$ cat config.mk
export PLATFORM = sky130hd
export DESIGN_NAME = calendar_date_stepper
export DESIGN_NICKNAME = d
export VERILOG_FILES = /design/src/hdl/cds_pkg.sv /design/src/hdl/cds_load_calc.sv /design/src/hdl/cds_date_state.sv /design/src/hdl/calendar_date_stepper.sv
export VERILOG_INCLUDE_DIRS = /design/src /design/src/hdl
export SDC_FILE = /design/constraint.sdc
export NUM_CORES = 1
export LEC_CHECK = 0
export ABC_AREA = 1
export BUFFER_PORTS_ARGS = -buffer_cell sky130_fd_sc_hd__buf_4
export CAP_MARGIN = 20
export CORE_MARGIN = 2
export CORE_UTILIZATION = 70
export DETAILED_ROUTE_END_ITERATION = 16
export MAX_ROUTING_LAYER = met4
export PLACE_DENSITY = 0.88
export SLEW_MARGIN = 20
export SYNTH_ARGS = -nofsm -noshare
export SYNTH_HDL_FRONTEND = slang
export SYNTH_HIERARCHICAL = 1
export SYNTH_SLANG_ARGS = --single-unit
$ cat constraint.sdc
create_clock -name clk -period 9.9 [get_ports clk]
set_clock_uncertainty 0.05 [all_clocks]
set_input_delay 0.495 -clock clk [delete_from_list [all_inputs] [get_ports clk]]
set_output_delay 0.495 -clock clk [all_outputs]
set_load 0.01 [all_outputs]
$ cat src/hdl/calendar_date_stepper_assert.svh
// assertion macros used by the date stepper state module
// each macro expects clk and rst in scope
`ifndef CALENDAR_DATE_STEPPER_ASSERT_SVH
`define CALENDAR_DATE_STEPPER_ASSERT_SVH

// condition implies consequence in the same cycle
`define CDS_ASSERT_IMPL(name, ante, cons) \
  name: assert property (@(posedge clk) disable iff (rst) (ante) |-> (cons)) \
    else $error("date stepper check failed");

// condition implies consequence in the next cycle
`define CDS_ASSERT_NEXT(name, ante, cons) \
  name: assert property (@(posedge clk) disable iff (rst) (ante) |=> (cons)) \
    else $error("date stepper check failed");

`endif

$ cat src/hdl/cds_pkg.sv
`timescale 1ns / 1ps

package cds_pkg;

  // command codes
  localparam logic [1:0] FUNC_LOAD = 2'd0;
  localparam logic [1:0] FUNC_NEXT = 2'd1;
  localparam logic [1:0] FUNC_PREV = 2'd2;
  localparam logic [1:0] FUNC_NONE = 2'd3;

  // month codes
  localparam logic [3:0] MONTH_JAN = 4'd1;
  localparam logic [3:0] MONTH_FEB = 4'd2;
  localparam logic [3:0] MONTH_DEC = 4'd12;

  // iso weekday codes
  localparam logic [2:0] WD_MON = 3'd1;
  localparam logic [2:0] WD_SUN = 3'd7;

  // decoded load command handed from the decode pipeline to the state stage
  typedef struct packed {
    logic [1:0]  func;
    logic        date_ok;
    logic [4:0]  day;
    logic [3:0]  month;
    logic [13:0] year;
    logic [8:0]  year_mod400;
    logic [21:0] epoch;
    logic [2:0]  wd;
  } load_item_t;

  // days in a month of a common year, zero for codes that are no month
  function automatic logic [4:0] month_len(input logic [3:0] m);
    logic [4:0] n;
    unique case (m)
      4'd1, 4'd3, 4'd5, 4'd7, 4'd8, 4'd10, 4'd12: n = 5'd31;
      4'd4, 4'd6, 4'd9, 4'd11:                     n = 5'd30;
      4'd2:                                         n = 5'd28;
      default:                                      n = 5'd0;
    endcase
    return n;
  endfunction

  // days of a common year before the first of the month
  function automatic logic [8:0] cum_days(input logic [3:0] m);
    logic [8:0] n;
    unique case (m)
      4'd1:    n = 9'd0;
      4'd2:    n = 9'd31;
      4'd3:    n = 9'd59;
      4'd4:    n = 9'd90;
      4'd5:    n = 9'd120;
      4'd6:    n = 9'd151;
      4'd7:    n = 9'd181;
      4'd8:    n = 9'd212;
      4'd9:    n = 9'd243;
      4'd10:   n = 9'd273;
      4'd11:   n = 9'd304;
      4'd12:   n = 9'd334;
      default: n = 9'd0;
    endcase
    return n;
  endfunction

  // reciprocal for a 14 bit divide by 100: q = (x * DIV100_MUL) >> DIV100_SHIFT
  localparam logic [13:0] DIV100_MUL   = 14'd10486;
  localparam int          DIV100_SHIFT = 20;

endpackage

$ cat src/hdl/cds_load_calc.sv
`timescale 1ns / 1ps

// six stage pipeline that turns a raw item into a checked date with its day number,
// weekday and year mod 400; steps pass through the same stages and use only their command
module cds_load_calc #(
  parameter int MIN_YEAR = 1800,
  parameter int MAX_YEAR = 9999
) (
  input  logic                clk,
  input  logic                rst,
  input  logic                in_valid,
  output logic                in_ready,
  input  logic [1:0]          in_func,
  input  logic [4:0]          in_day,
  input  logic [3:0]          in_month,
  input  logic [13:0]         in_year,
  output logic                out_valid,
  input  logic                out_ready,
  output cds_pkg::load_item_t out_item
);

  localparam int Stages = 6;
  localparam int MinP   = MIN_YEAR - 1;
  localparam logic [22:0] DaysBase = 23'(365 * MinP + MinP / 4 - MinP / 100 + MinP / 400);
  localparam logic [13:0] MinYear  = 14'(MIN_YEAR);
  localparam logic [13:0] MaxYear  = 14'(MAX_YEAR);

  typedef struct packed {
    logic [1:0]  func;
    logic [4:0]  day;
    logic [3:0]  month;
    logic [13:0] year;
    logic [13:0] p;
    logic [7:0]  q100_y;
    logic [7:0]  q100_p;
    logic        date_ok;
    logic [22:0] dby;
    logic [8:0]  doy;
    logic [8:0]  year_mod400;
    logic [22:0] abs_days;
    logic [21:0] epoch;
    logic [5:0]  dsum;
    logic [2:0]  wd;
  } pipe_t;

  pipe_t              pipe      [1:Stages];
  pipe_t              pipe_next [1:Stages];
  logic [1:Stages]    vld;
  logic [1:Stages+1]  rdy;

  // per stage ready: a stage takes new data when empty or when it moves on
  always_comb begin
    rdy[Stages+1] = out_ready;
    for (int k = Stages; k >= 1; k--) begin
      rdy[k] = !vld[k] || rdy[k+1];
    end
  end

  assign in_ready  = rdy[1];
  assign out_valid = vld[Stages];

  // stage logic
  always_comb begin
    logic [27:0] prod_y;
    logic [27:0] prod_p;
    logic        is100;
    logic        leap;
    logic [4:0]  dim;
    logic [13:0] sub400;
    logic [23:0] abs_ext;
    logic [5:0]  dsum;
    logic [3:0]  fold;
    logic [3:0]  rem7;

    // input register
    pipe_next[1]       = pipe[1];
    pipe_next[1].func  = in_func;
    pipe_next[1].day   = in_day;
    pipe_next[1].month = in_month;
    pipe_next[1].year  = in_year;

    // quotients of year and year - 1 by 100
    pipe_next[2]        = pipe[1];
    pipe_next[2].p      = pipe[1].year - 14'd1;
    prod_y              = 28'(pipe[1].year) * 28'(cds_pkg::DIV100_MUL);
    prod_p              = 28'(pipe_next[2].p) * 28'(cds_pkg::DIV100_MUL);
    pipe_next[2].q100_y = prod_y[cds_pkg::DIV100_SHIFT +: 8];
    pipe_next[2].q100_p = prod_p[cds_pkg::DIV100_SHIFT +: 8];

    // leap rule, range check, days before the year, day of the year and year mod 400
    pipe_next[3] = pipe[2];
    is100 = pipe[2].q100_y != pipe[2].q100_p;
    leap  = (pipe[2].year[1:0] == 2'd0 && !is100) || (is100 && pipe[2].q100_y[1:0] == 2'd0);
    dim   = cds_pkg::month_len(pipe[2].month)
            + 5'(leap && pipe[2].month == cds_pkg::MONTH_FEB);
    pipe_next[3].date_ok = pipe[2].year >= MinYear && pipe[2].year <= MaxYear
                           && pipe[2].month >= cds_pkg::MONTH_JAN
                           && pipe[2].month <= cds_pkg::MONTH_DEC
                           && pipe[2].day != 5'd0 && pipe[2].day <= dim;
    pipe_next[3].dby = 23'(pipe[2].p) * 23'd365 + 23'(pipe[2].p[13:2])
                       - 23'(pipe[2].q100_p) + 23'(pipe[2].q100_p[7:2]);
    pipe_next[3].doy = cds_pkg::cum_days(pipe[2].month)
                       + 9'(leap && pipe[2].month > cds_pkg::MONTH_FEB) + 9'(pipe[2].day);
    sub400 = 14'(pipe[2].q100_y[7:2]) * 14'd400;
    pipe_next[3].year_mod400 = 9'(pipe[2].year - sub400);

    // absolute day count from the first day of year 1 and the epoch day number
    pipe_next[4]          = pipe[3];
    pipe_next[4].abs_days = pipe[3].dby + 23'(pipe[3].doy);
    pipe_next[4].epoch    = 22'(pipe[3].dby - DaysBase + 23'(pipe[3].doy));

    // mod 7 by summing octal digits, since 8 is 1 mod 7
    pipe_next[5] = pipe[4];
    abs_ext = {1'b0, pipe[4].abs_days};
    dsum = 6'd0;
    for (int i = 0; i < 8; i++) begin
      dsum = dsum + 6'(abs_ext[3*i +: 3]);
    end
    pipe_next[5].dsum = dsum;

    // final fold; year 1 day 1 was a monday, so remainder 0 is sunday
    pipe_next[6] = pipe[5];
    fold = 4'(pipe[5].dsum[5:3]) + 4'(pipe[5].dsum[2:0]);
    rem7 = (fold >= 4'd7) ? fold - 4'd7 : fold;
    pipe_next[6].wd = (rem7 == 4'd0) ? cds_pkg::WD_SUN : 3'(rem7);
  end

  // stage valids
  always_ff @(posedge clk) begin
    if (rst) begin
      vld <= '0;
    end else begin
      if (rdy[1]) begin
        vld[1] <= in_valid;
      end
      for (int k = 2; k <= Stages; k++) begin
        if (rdy[k]) begin
          vld[k] <= vld[k-1];
        end
      end
    end
  end

  // stage payload
  always_ff @(posedge clk) begin
    for (int k = 1; k <= Stages; k++) begin
      if (rdy[k]) begin
        pipe[k] <= pipe_next[k];
      end
    end
  end

  // hand-off to the state stage
  always_comb begin
    out_item.func        = pipe[Stages].func;
    out_item.date_ok     = pipe[Stages].date_ok;
    out_item.day         = pipe[Stages].day;
    out_item.month       = pipe[Stages].month;
    out_item.year        = pipe[Stages].year;
    out_item.year_mod400 = pipe[Stages].year_mod400;
    out_item.epoch       = pipe[Stages].epoch;
    out_item.wd          = pipe[Stages].wd;
  end

endmodule

$ cat src/hdl/cds_date_state.sv
`timescale 1ns / 1ps

// holds the current date and applies one command per cycle while its result is taken;
// the state registers double as the result register, with error and valid beside them
module cds_date_state #(
  parameter int MIN_YEAR = 1800,
  parameter int MAX_YEAR = 9999
) (
  input  logic                clk,
  input  logic                rst,
  input  logic                in_valid,
  output logic                in_ready,
  input  cds_pkg::load_item_t in_item,
  output logic                out_valid,
  input  logic                out_ready,
  output logic [4:0]          cur_day,
  output logic [3:0]          cur_month,
  output logic [13:0]         cur_year,
  output logic [2:0]          weekday,
  output logic [21:0]         day_count,
  output logic                error
);

  `include "calendar_date_stepper_assert.svh"

  localparam int MinP     = MIN_YEAR - 1;
  localparam int WdAbs    = 365 * MinP + MinP / 4 - MinP / 100 + MinP / 400 + 1;
  localparam int WdRem    = WdAbs % 7;
  localparam logic [2:0]  ResetWd   = 3'((WdRem == 0) ? 7 : WdRem);
  localparam logic [8:0]  ResetYm   = 9'(MIN_YEAR % 400);
  localparam logic [13:0] MinYear   = 14'(MIN_YEAR);
  localparam logic [13:0] MaxYear   = 14'(MAX_YEAR);
  localparam logic [8:0]  YmLast    = 9'd399;

  logic [4:0]  day,   day_next;
  logic [3:0]  month, month_next;
  logic [13:0] year,  year_next;
  logic [8:0]  ymod,  ymod_next;
  logic [21:0] epoch, epoch_next;
  logic [2:0]  wd,    wd_next;
  logic        err,   err_next;
  logic        accept;
  logic        leap;
  logic [4:0]  dim_cur;
  logic [4:0]  dim_prev;

  assign in_ready = !out_valid || out_ready;
  assign accept   = in_valid && in_ready;

  // leap flag of the stored year from its low bits and its place in the 400 year cycle
  assign leap = year[1:0] == 2'd0 && ymod != 9'd100 && ymod != 9'd200 && ymod != 9'd300;
  assign dim_cur  = cds_pkg::month_len(month) + 5'(leap && month == cds_pkg::MONTH_FEB);
  assign dim_prev = cds_pkg::month_len(month - 4'd1)
                    + 5'(leap && month == cds_pkg::MONTH_FEB + 4'd1);

  // command decode
  always_comb begin
    day_next   = day;
    month_next = month;
    year_next  = year;
    ymod_next  = ymod;
    epoch_next = epoch;
    wd_next    = wd;
    err_next   = 1'b0;
    unique case (in_item.func)
      cds_pkg::FUNC_LOAD: begin
        if (in_item.date_ok) begin
          day_next   = in_item.day;
          month_next = in_item.month;
          year_next  = in_item.year;
          ymod_next  = in_item.year_mod400;
          epoch_next = in_item.epoch;
          wd_next    = in_item.wd;
        end else begin
          err_next = 1'b1;
        end
      end
      cds_pkg::FUNC_NEXT: begin
        if (day == dim_cur && month == cds_pkg::MONTH_DEC && year == MaxYear) begin
          err_next = 1'b1;
        end else begin
          epoch_next = epoch + 22'd1;
          wd_next    = (wd >= cds_pkg::WD_SUN) ? cds_pkg::WD_MON : wd + 3'd1;
          if (day < dim_cur) begin
            day_next = day + 5'd1;
          end else if (month < cds_pkg::MONTH_DEC) begin
            day_next   = 5'd1;
            month_next = month + 4'd1;
          end else begin
            day_next   = 5'd1;
            month_next = cds_pkg::MONTH_JAN;
            year_next  = year + 14'd1;
            ymod_next  = (ymod == YmLast) ? 9'd0 : ymod + 9'd1;
          end
        end
      end
      cds_pkg::FUNC_PREV: begin
        if (day == 5'd1 && month == cds_pkg::MONTH_JAN && year == MinYear) begin
          err_next = 1'b1;
        end else begin
          epoch_next = epoch - 22'd1;
          wd_next    = (wd <= cds_pkg::WD_MON) ? cds_pkg::WD_SUN : wd - 3'd1;
          if (day > 5'd1) begin
            day_next = day - 5'd1;
          end else if (month > cds_pkg::MONTH_JAN) begin
            month_next = month - 4'd1;
            day_next   = dim_prev;
          end else begin
            month_next = cds_pkg::MONTH_DEC;
            day_next   = 5'd31;
            year_next  = year - 14'd1;
            ymod_next  = (ymod == 9'd0) ? YmLast : ymod - 9'd1;
          end
        end
      end
      cds_pkg::FUNC_NONE: begin
        err_next = 1'b1;
      end
    endcase
  end

  // date state and result valid
  always_ff @(posedge clk) begin
    if (rst) begin
      day       <= 5'd1;
      month     <= cds_pkg::MONTH_JAN;
      year      <= MinYear;
      ymod      <= ResetYm;
      epoch     <= 22'd1;
      wd        <= ResetWd;
      out_valid <= 1'b0;
    end else begin
      if (accept) begin
        day   <= day_next;
        month <= month_next;
        year  <= year_next;
        ymod  <= ymod_next;
        epoch <= epoch_next;
        wd    <= wd_next;
      end
      if (accept) begin
        out_valid <= 1'b1;
      end else if (out_ready) begin
        out_valid <= 1'b0;
      end
    end
  end

  // error flag of the held result
  always_ff @(posedge clk) begin
    if (accept) begin
      err <= err_next;
    end
  end

  assign cur_day   = day;
  assign cur_month = month;
  assign cur_year  = year;
  assign weekday   = wd;
  assign day_count = epoch;
  assign error     = err;

  // checks
  `CDS_ASSERT_IMPL(a_wd_nonzero, out_valid, wd != 3'd0)
  `CDS_ASSERT_NEXT(a_next_counts, accept && in_item.func == cds_pkg::FUNC_NEXT, err || (epoch == $past(epoch) + 22'd1))
  `CDS_ASSERT_NEXT(a_err_keeps, accept, !err || ($stable(day) && $stable(year) && $stable(epoch)))
  `CDS_ASSERT_NEXT(a_load_takes, accept && in_item.func == cds_pkg::FUNC_LOAD && in_item.date_ok, !err && epoch == $past(in_item.epoch) && day == $past(in_item.day))

endmodule

$ cat src/hdl/calendar_date_stepper.sv
`timescale 1ns / 1ps

// channel   dir  tdata fields (low bit up)                                  tuser
// s_axis    in   load_day[4:0] load_month[8:5] load_year[22:9] pad[23]     func[1:0]
// m_axis    out  cur_day[4:0] cur_month[8:5] cur_year[22:9]                error[0]
//                weekday[25:23] day_count[47:26]
//
// one item per cycle sustained while m_tready stays high; each item passes through six
// decode stages for load checking and day number, then the date register
// rst clears all valids and sets the date to 1 January MIN_YEAR, day number 1
// m_tready low holds the result; backpressure walks back stage by stage, so empty
// stages still fill and s_tready falls only once the whole pipeline is full
module calendar_date_stepper #(
  parameter int MIN_YEAR = 1800,
  parameter int MAX_YEAR = 9999
) (
  input  logic        clk,
  input  logic        rst,
  input  logic        s_tvalid,
  output logic        s_tready,
  input  logic [23:0] s_tdata,   // load_day, load_month, load_year, zero pad
  input  logic [1:0]  s_tuser,   // func
  output logic        m_tvalid,
  input  logic        m_tready,
  output logic [47:0] m_tdata,   // cur_day, cur_month, cur_year, weekday, day_count
  output logic        m_tuser    // error
);

  cds_pkg::load_item_t item;
  logic                item_valid;
  logic                item_ready;
  logic [4:0]          cur_day;
  logic [3:0]          cur_month;
  logic [13:0]         cur_year;
  logic [2:0]          weekday;
  logic [21:0]         day_count;

  // load check and date decode pipeline
  cds_load_calc #(
    .MIN_YEAR (MIN_YEAR),
    .MAX_YEAR (MAX_YEAR)
  ) u_load_calc (
    .clk       (clk),
    .rst       (rst),
    .in_valid  (s_tvalid),
    .in_ready  (s_tready),
    .in_func   (s_tuser),
    .in_day    (s_tdata[4:0]),
    .in_month  (s_tdata[8:5]),
    .in_year   (s_tdata[22:9]),
    .out_valid (item_valid),
    .out_ready (item_ready),
    .out_item  (item)
  );

  // stored date and result register
  cds_date_state #(
    .MIN_YEAR (MIN_YEAR),
    .MAX_YEAR (MAX_YEAR)
  ) u_date_state (
    .clk       (clk),
    .rst       (rst),
    .in_valid  (item_valid),
    .in_ready  (item_ready),
    .in_item   (item),
    .out_valid (m_tvalid),
    .out_ready (m_tready),
    .cur_day   (cur_day),
    .cur_month (cur_month),
    .cur_year  (cur_year),
    .weekday   (weekday),
    .day_count (day_count),
    .error     (m_tuser)
  );

  // result packing
  assign m_tdata = {day_count, weekday, cur_year, cur_month, cur_day};

endmodule
==> results.cfg <==
[status]
outcome = finished clean

[floorplan]
die_width_um = 219.8
fp.coreArea_mm2 = 0.04626
number_of_rows_created_at_floorplan = 79
die_h_um = 219.8
top_level_port_count = 81
die-area_mm2 = 0.04831
initial_core_util_pct = 70.46

[placed_design]
post_dp_cell_area_mm2 = 0.03379
post-place-cells = 4151
dp_hpwl_um = 59020
gpl.final_weighted_congestion = 1.003
buffer_ports.inserted = 79

[synth]
mux_cell_area_share_after_synthesis_pct = 0.03071
post-synth-top-count-cell = sky130_fd_sc_hd__inv_1
synth_cell_type_count = 62
synth-edff-count = 335
synth-async-reset-ratio_pct = 0
syn-cell-area_mm2 = 0.03259
postSynthRegisterBits = 402
synthSimpleGateAreaFrac_pct = 14.68
post_synth_fa_ha_maj_area_fraction_pct = 30.56
synth.area.top_cells = sky130_fd_sc_hd__edfxtp_1 31%, sky130_fd_sc_hd__ha_1 16%, sky130_fd_sc_hd__fa_1 14%, sky130_fd_sc_hd__inv_1 7.7%, sky130_fd_sc_hd__nand2_1 7.2%
combinational_family_with_the_most_area_after_synthesis = adder cells
synth_cells = 3493
yosysWarnings = 6
synth_area_in_compound_gates_pct = 8.157
synth_area_leader_cell = sky130_fd_sc_hd__edfxtp_1
most_used_flip_flop_cell_after_synthesis = sky130_fd_sc_hd__edfxtp_1
syn_area_per_cell_um2 = 9.331
synth_commonest_cells = 667 x sky130_fd_sc_hd__inv_1, 622 x sky130_fd_sc_hd__nand2_1, 428 x sky130_fd_sc_hd__ha_1, 335 x sky130_fd_sc_hd__edfxtp_1, 230 x sky130_fd_sc_hd__fa_1
post-synth-top-area-fraction_pct = 30.86
synth.yosys.seq_area_share_pct = 34.98
synthesis.nets = 4181
synth_xor_area_share_pct = 3.002

[global_route]
global_route_wire_length_before_repair_um = 123700
grt_max_degree = 73
global_route.usage.total_pct = 33.53
via_count_of_the_first_global_routing_pass = 24730
antenna_found_initial = 0
globalRoute.totalOverflow = 0

[route]
postRouteWirelength_um = 75710
drt_drc_violations_left = 0
vias = 24320
drtAntennaViolNets = 0
post_drt_via_cell_ratio = 5.750
detail_route.wl_per_cell_um = 17.90
drt_first_pass_iters = 7
first_iter_violations = 2261

[timing]
rsz0062_at_grt = no
maxSlewViolCount = 0
setup_tns_ps = 0
timing.fmax_mhz = 148.4
maxSlewHeadroom_pct = 31.52
period_needed_ps = 6741
timing_hold_violations_final = 0
tightest_slew_ps = 1026
period_share_pct = 68.09
setup_viol_count_final = 0

[worst_setup_path]
path_buf_inv = 5
cp_slowest_cell = sky130_fd_sc_hd__edfxtp_1
worst_setup_path_class = reg -> reg
worstPathCellList = inv_1 -> ha_1 -> a21boi_0 -> nand4_1 -> inv_1 -> nand2_1 -> xor2_1 -> inv_1 -> fa_1 -> ha_1 -> fa_1 -> inv_1 -> fa_1 -> fa_1 -> inv_1 -> ha_1 -> a21oi_1 -> a21boi_0 -> nor2_1 -> nor2_1 -> nand2_1 -> nand2_1 -> nand2_1
critical-path-max-stage-delay_ps = 740
critPathMostFrequentCell = sky130_fd_sc_hd__inv_1
crit_path_end_kind = flop
critPathMaxFanout = 8
critPathLaunchType = flop
timing.critical_path.arrival_ps = 7010
cp_delay_by_family_top = adder cells
timing.critical_path.required_ps = 10170

[cts]
post_cts.resized_instances = 0
tritoncts = done
postCtsSetupRepairBufs = 0
cts_inserted_buffers = 42
clockBufferDepth = 3
h-tree-depth = 2
clock_insertion_delay_at_the_later_pin_of_the_skew_report_ps = 570
holdBufCountCts = 0
clk_transition_reported_paths_ps = 60
clock-root-buffer = sky130_fd_sc_hd__clkbuf_16
clock-sinks = 402

[run]
maxCapViolCount = 0

[layout]
fin_area_mm2 = 0.03516
num_antenna_cells = 0
finish.utilization_pct = 76.01
fillerInstances = 3174
num-nets-final = 4277
flow.area_growth_from_synthesis_pct = 7.877
final-instance-count-excl-fill = 4229
layout-drive-gt1-share_pct = 6.240

[min_path]
worst_hold_path_type = in -> reg
==> path summary, 6_finish.rpt <==
kind | startpoint | cells after the start | slack (ps) | end
max reg2reg | u_load_calc/pipe[1][134] | 23 | 3160 | u_load_calc/pipe[2][99]
min | s_tdata[17] | 1 | 50 | u_load_calc/pipe[1][134]
max | u_load_calc/pipe[1][134] | 23 | 3160 | u_load_calc/pipe[2][99]
min reg2reg | u_load_calc/pipe[5][142] | 0 | 360 | u_load_calc/pipe[6][142]
==> layout by cell type (no fill, tap or decap), drive strengths merged, types with 12 or more instances in the layout <==
cell type,instances
xor2,77
dfxtp,67
clkinv,16
xnor2,33
fa,230
buf,91
ha,428
nand2,633
o211ai,14
nand4,37
nor2,225
nor3,41
edfxtp,335
a21o,12
o21bai,12
nand3,166
a21oi,217
inv,682
o21ai,172
clkbuf,51
==> cell families (layout without fill, tap and decap cells) <==
kind of cell	Yosys count	after routing
simple gates	1129	1129
xor+xnor	110	110
fa+ha+maj	658	658
flops	402	402
buf+inv	717	846
compound gates	476	476
mux	1	1
==> metal layers <==
layer,track usage (%),part of all wire (%),vias up
li1,-,-,11610
met1,42.07,41,11530
met2,57.04,50,951
met3,3.561,5.8,233
met4,11.48,3.6,0
met5,-,0,-
==> final cells by class <==
type / instances / area [um2] / share of cell area (%)
tap: 607 / 759.5 / 2.160
multi-input combinational: 2374 / 18400 / 52.34
clock inverter: 26 / 246.5 / 0.7010
timing repair buffer: 91 / 683.2 / 1.943
sequential: 402 / 11400 / 32.42
inverter: 678 / 2552 / 7.259
clock buffer: 51 / 1116 / 3.174
==> per-stage QoR <==
stage          hold slack (ps)  setup WS [ps]
6_report                 48.07           3160
5_1_grt                  30.78           2712
4_1_cts                  27.60           3175
3_5_place_dp             354.5           3236
3_3_place_gp             350.4           3320
2_1_floorplan            350.3           4260
==> worst reg2reg max path, cell delays in order, from the launching register on <==
cell and delay (ps):
sky130_fd_sc_hd__edfxtp_1 740, sky130_fd_sc_hd__inv_1 290, sky130_fd_sc_hd__ha_1 270, sky130_fd_sc_hd__a21boi_0 300
sky130_fd_sc_hd__nand4_1 230, sky130_fd_sc_hd__inv_1 140, sky130_fd_sc_hd__nand2_1 70, sky130_fd_sc_hd__xor2_1 250
sky130_fd_sc_hd__inv_1 280, sky130_fd_sc_hd__fa_1 580, sky130_fd_sc_hd__ha_1 330, sky130_fd_sc_hd__fa_1 480
sky130_fd_sc_hd__inv_1 50, sky130_fd_sc_hd__fa_1 520, sky130_fd_sc_hd__fa_1 590, sky130_fd_sc_hd__inv_1 60
sky130_fd_sc_hd__ha_1 340, sky130_fd_sc_hd__a21oi_1 200, sky130_fd_sc_hd__a21boi_0 270, sky130_fd_sc_hd__nor2_1 70
sky130_fd_sc_hd__nor2_1 190, sky130_fd_sc_hd__nand2_1 80, sky130_fd_sc_hd__nand2_1 60, sky130_fd_sc_hd__nand2_1 40
==> sequential cells by signal, indices dropped and copies added, names as in the netlist, named ones only <==
signal / cells
u_date_state/weekday: 3
u_date_state/cur_day: 5
u_date_state/ymod: 9
u_date_state/cur_month: 4
u_date_state/cur_year: 14
u_date_state/out_valid: 1
u_date_state/day_count: 22
u_load_calc/pipe: 334
u_date_state/error: 1
u_load_calc/vld: 6
Power is not shown: default switching activity piles up to over one toggle a cycle in this logic, so the estimate is an artifact.
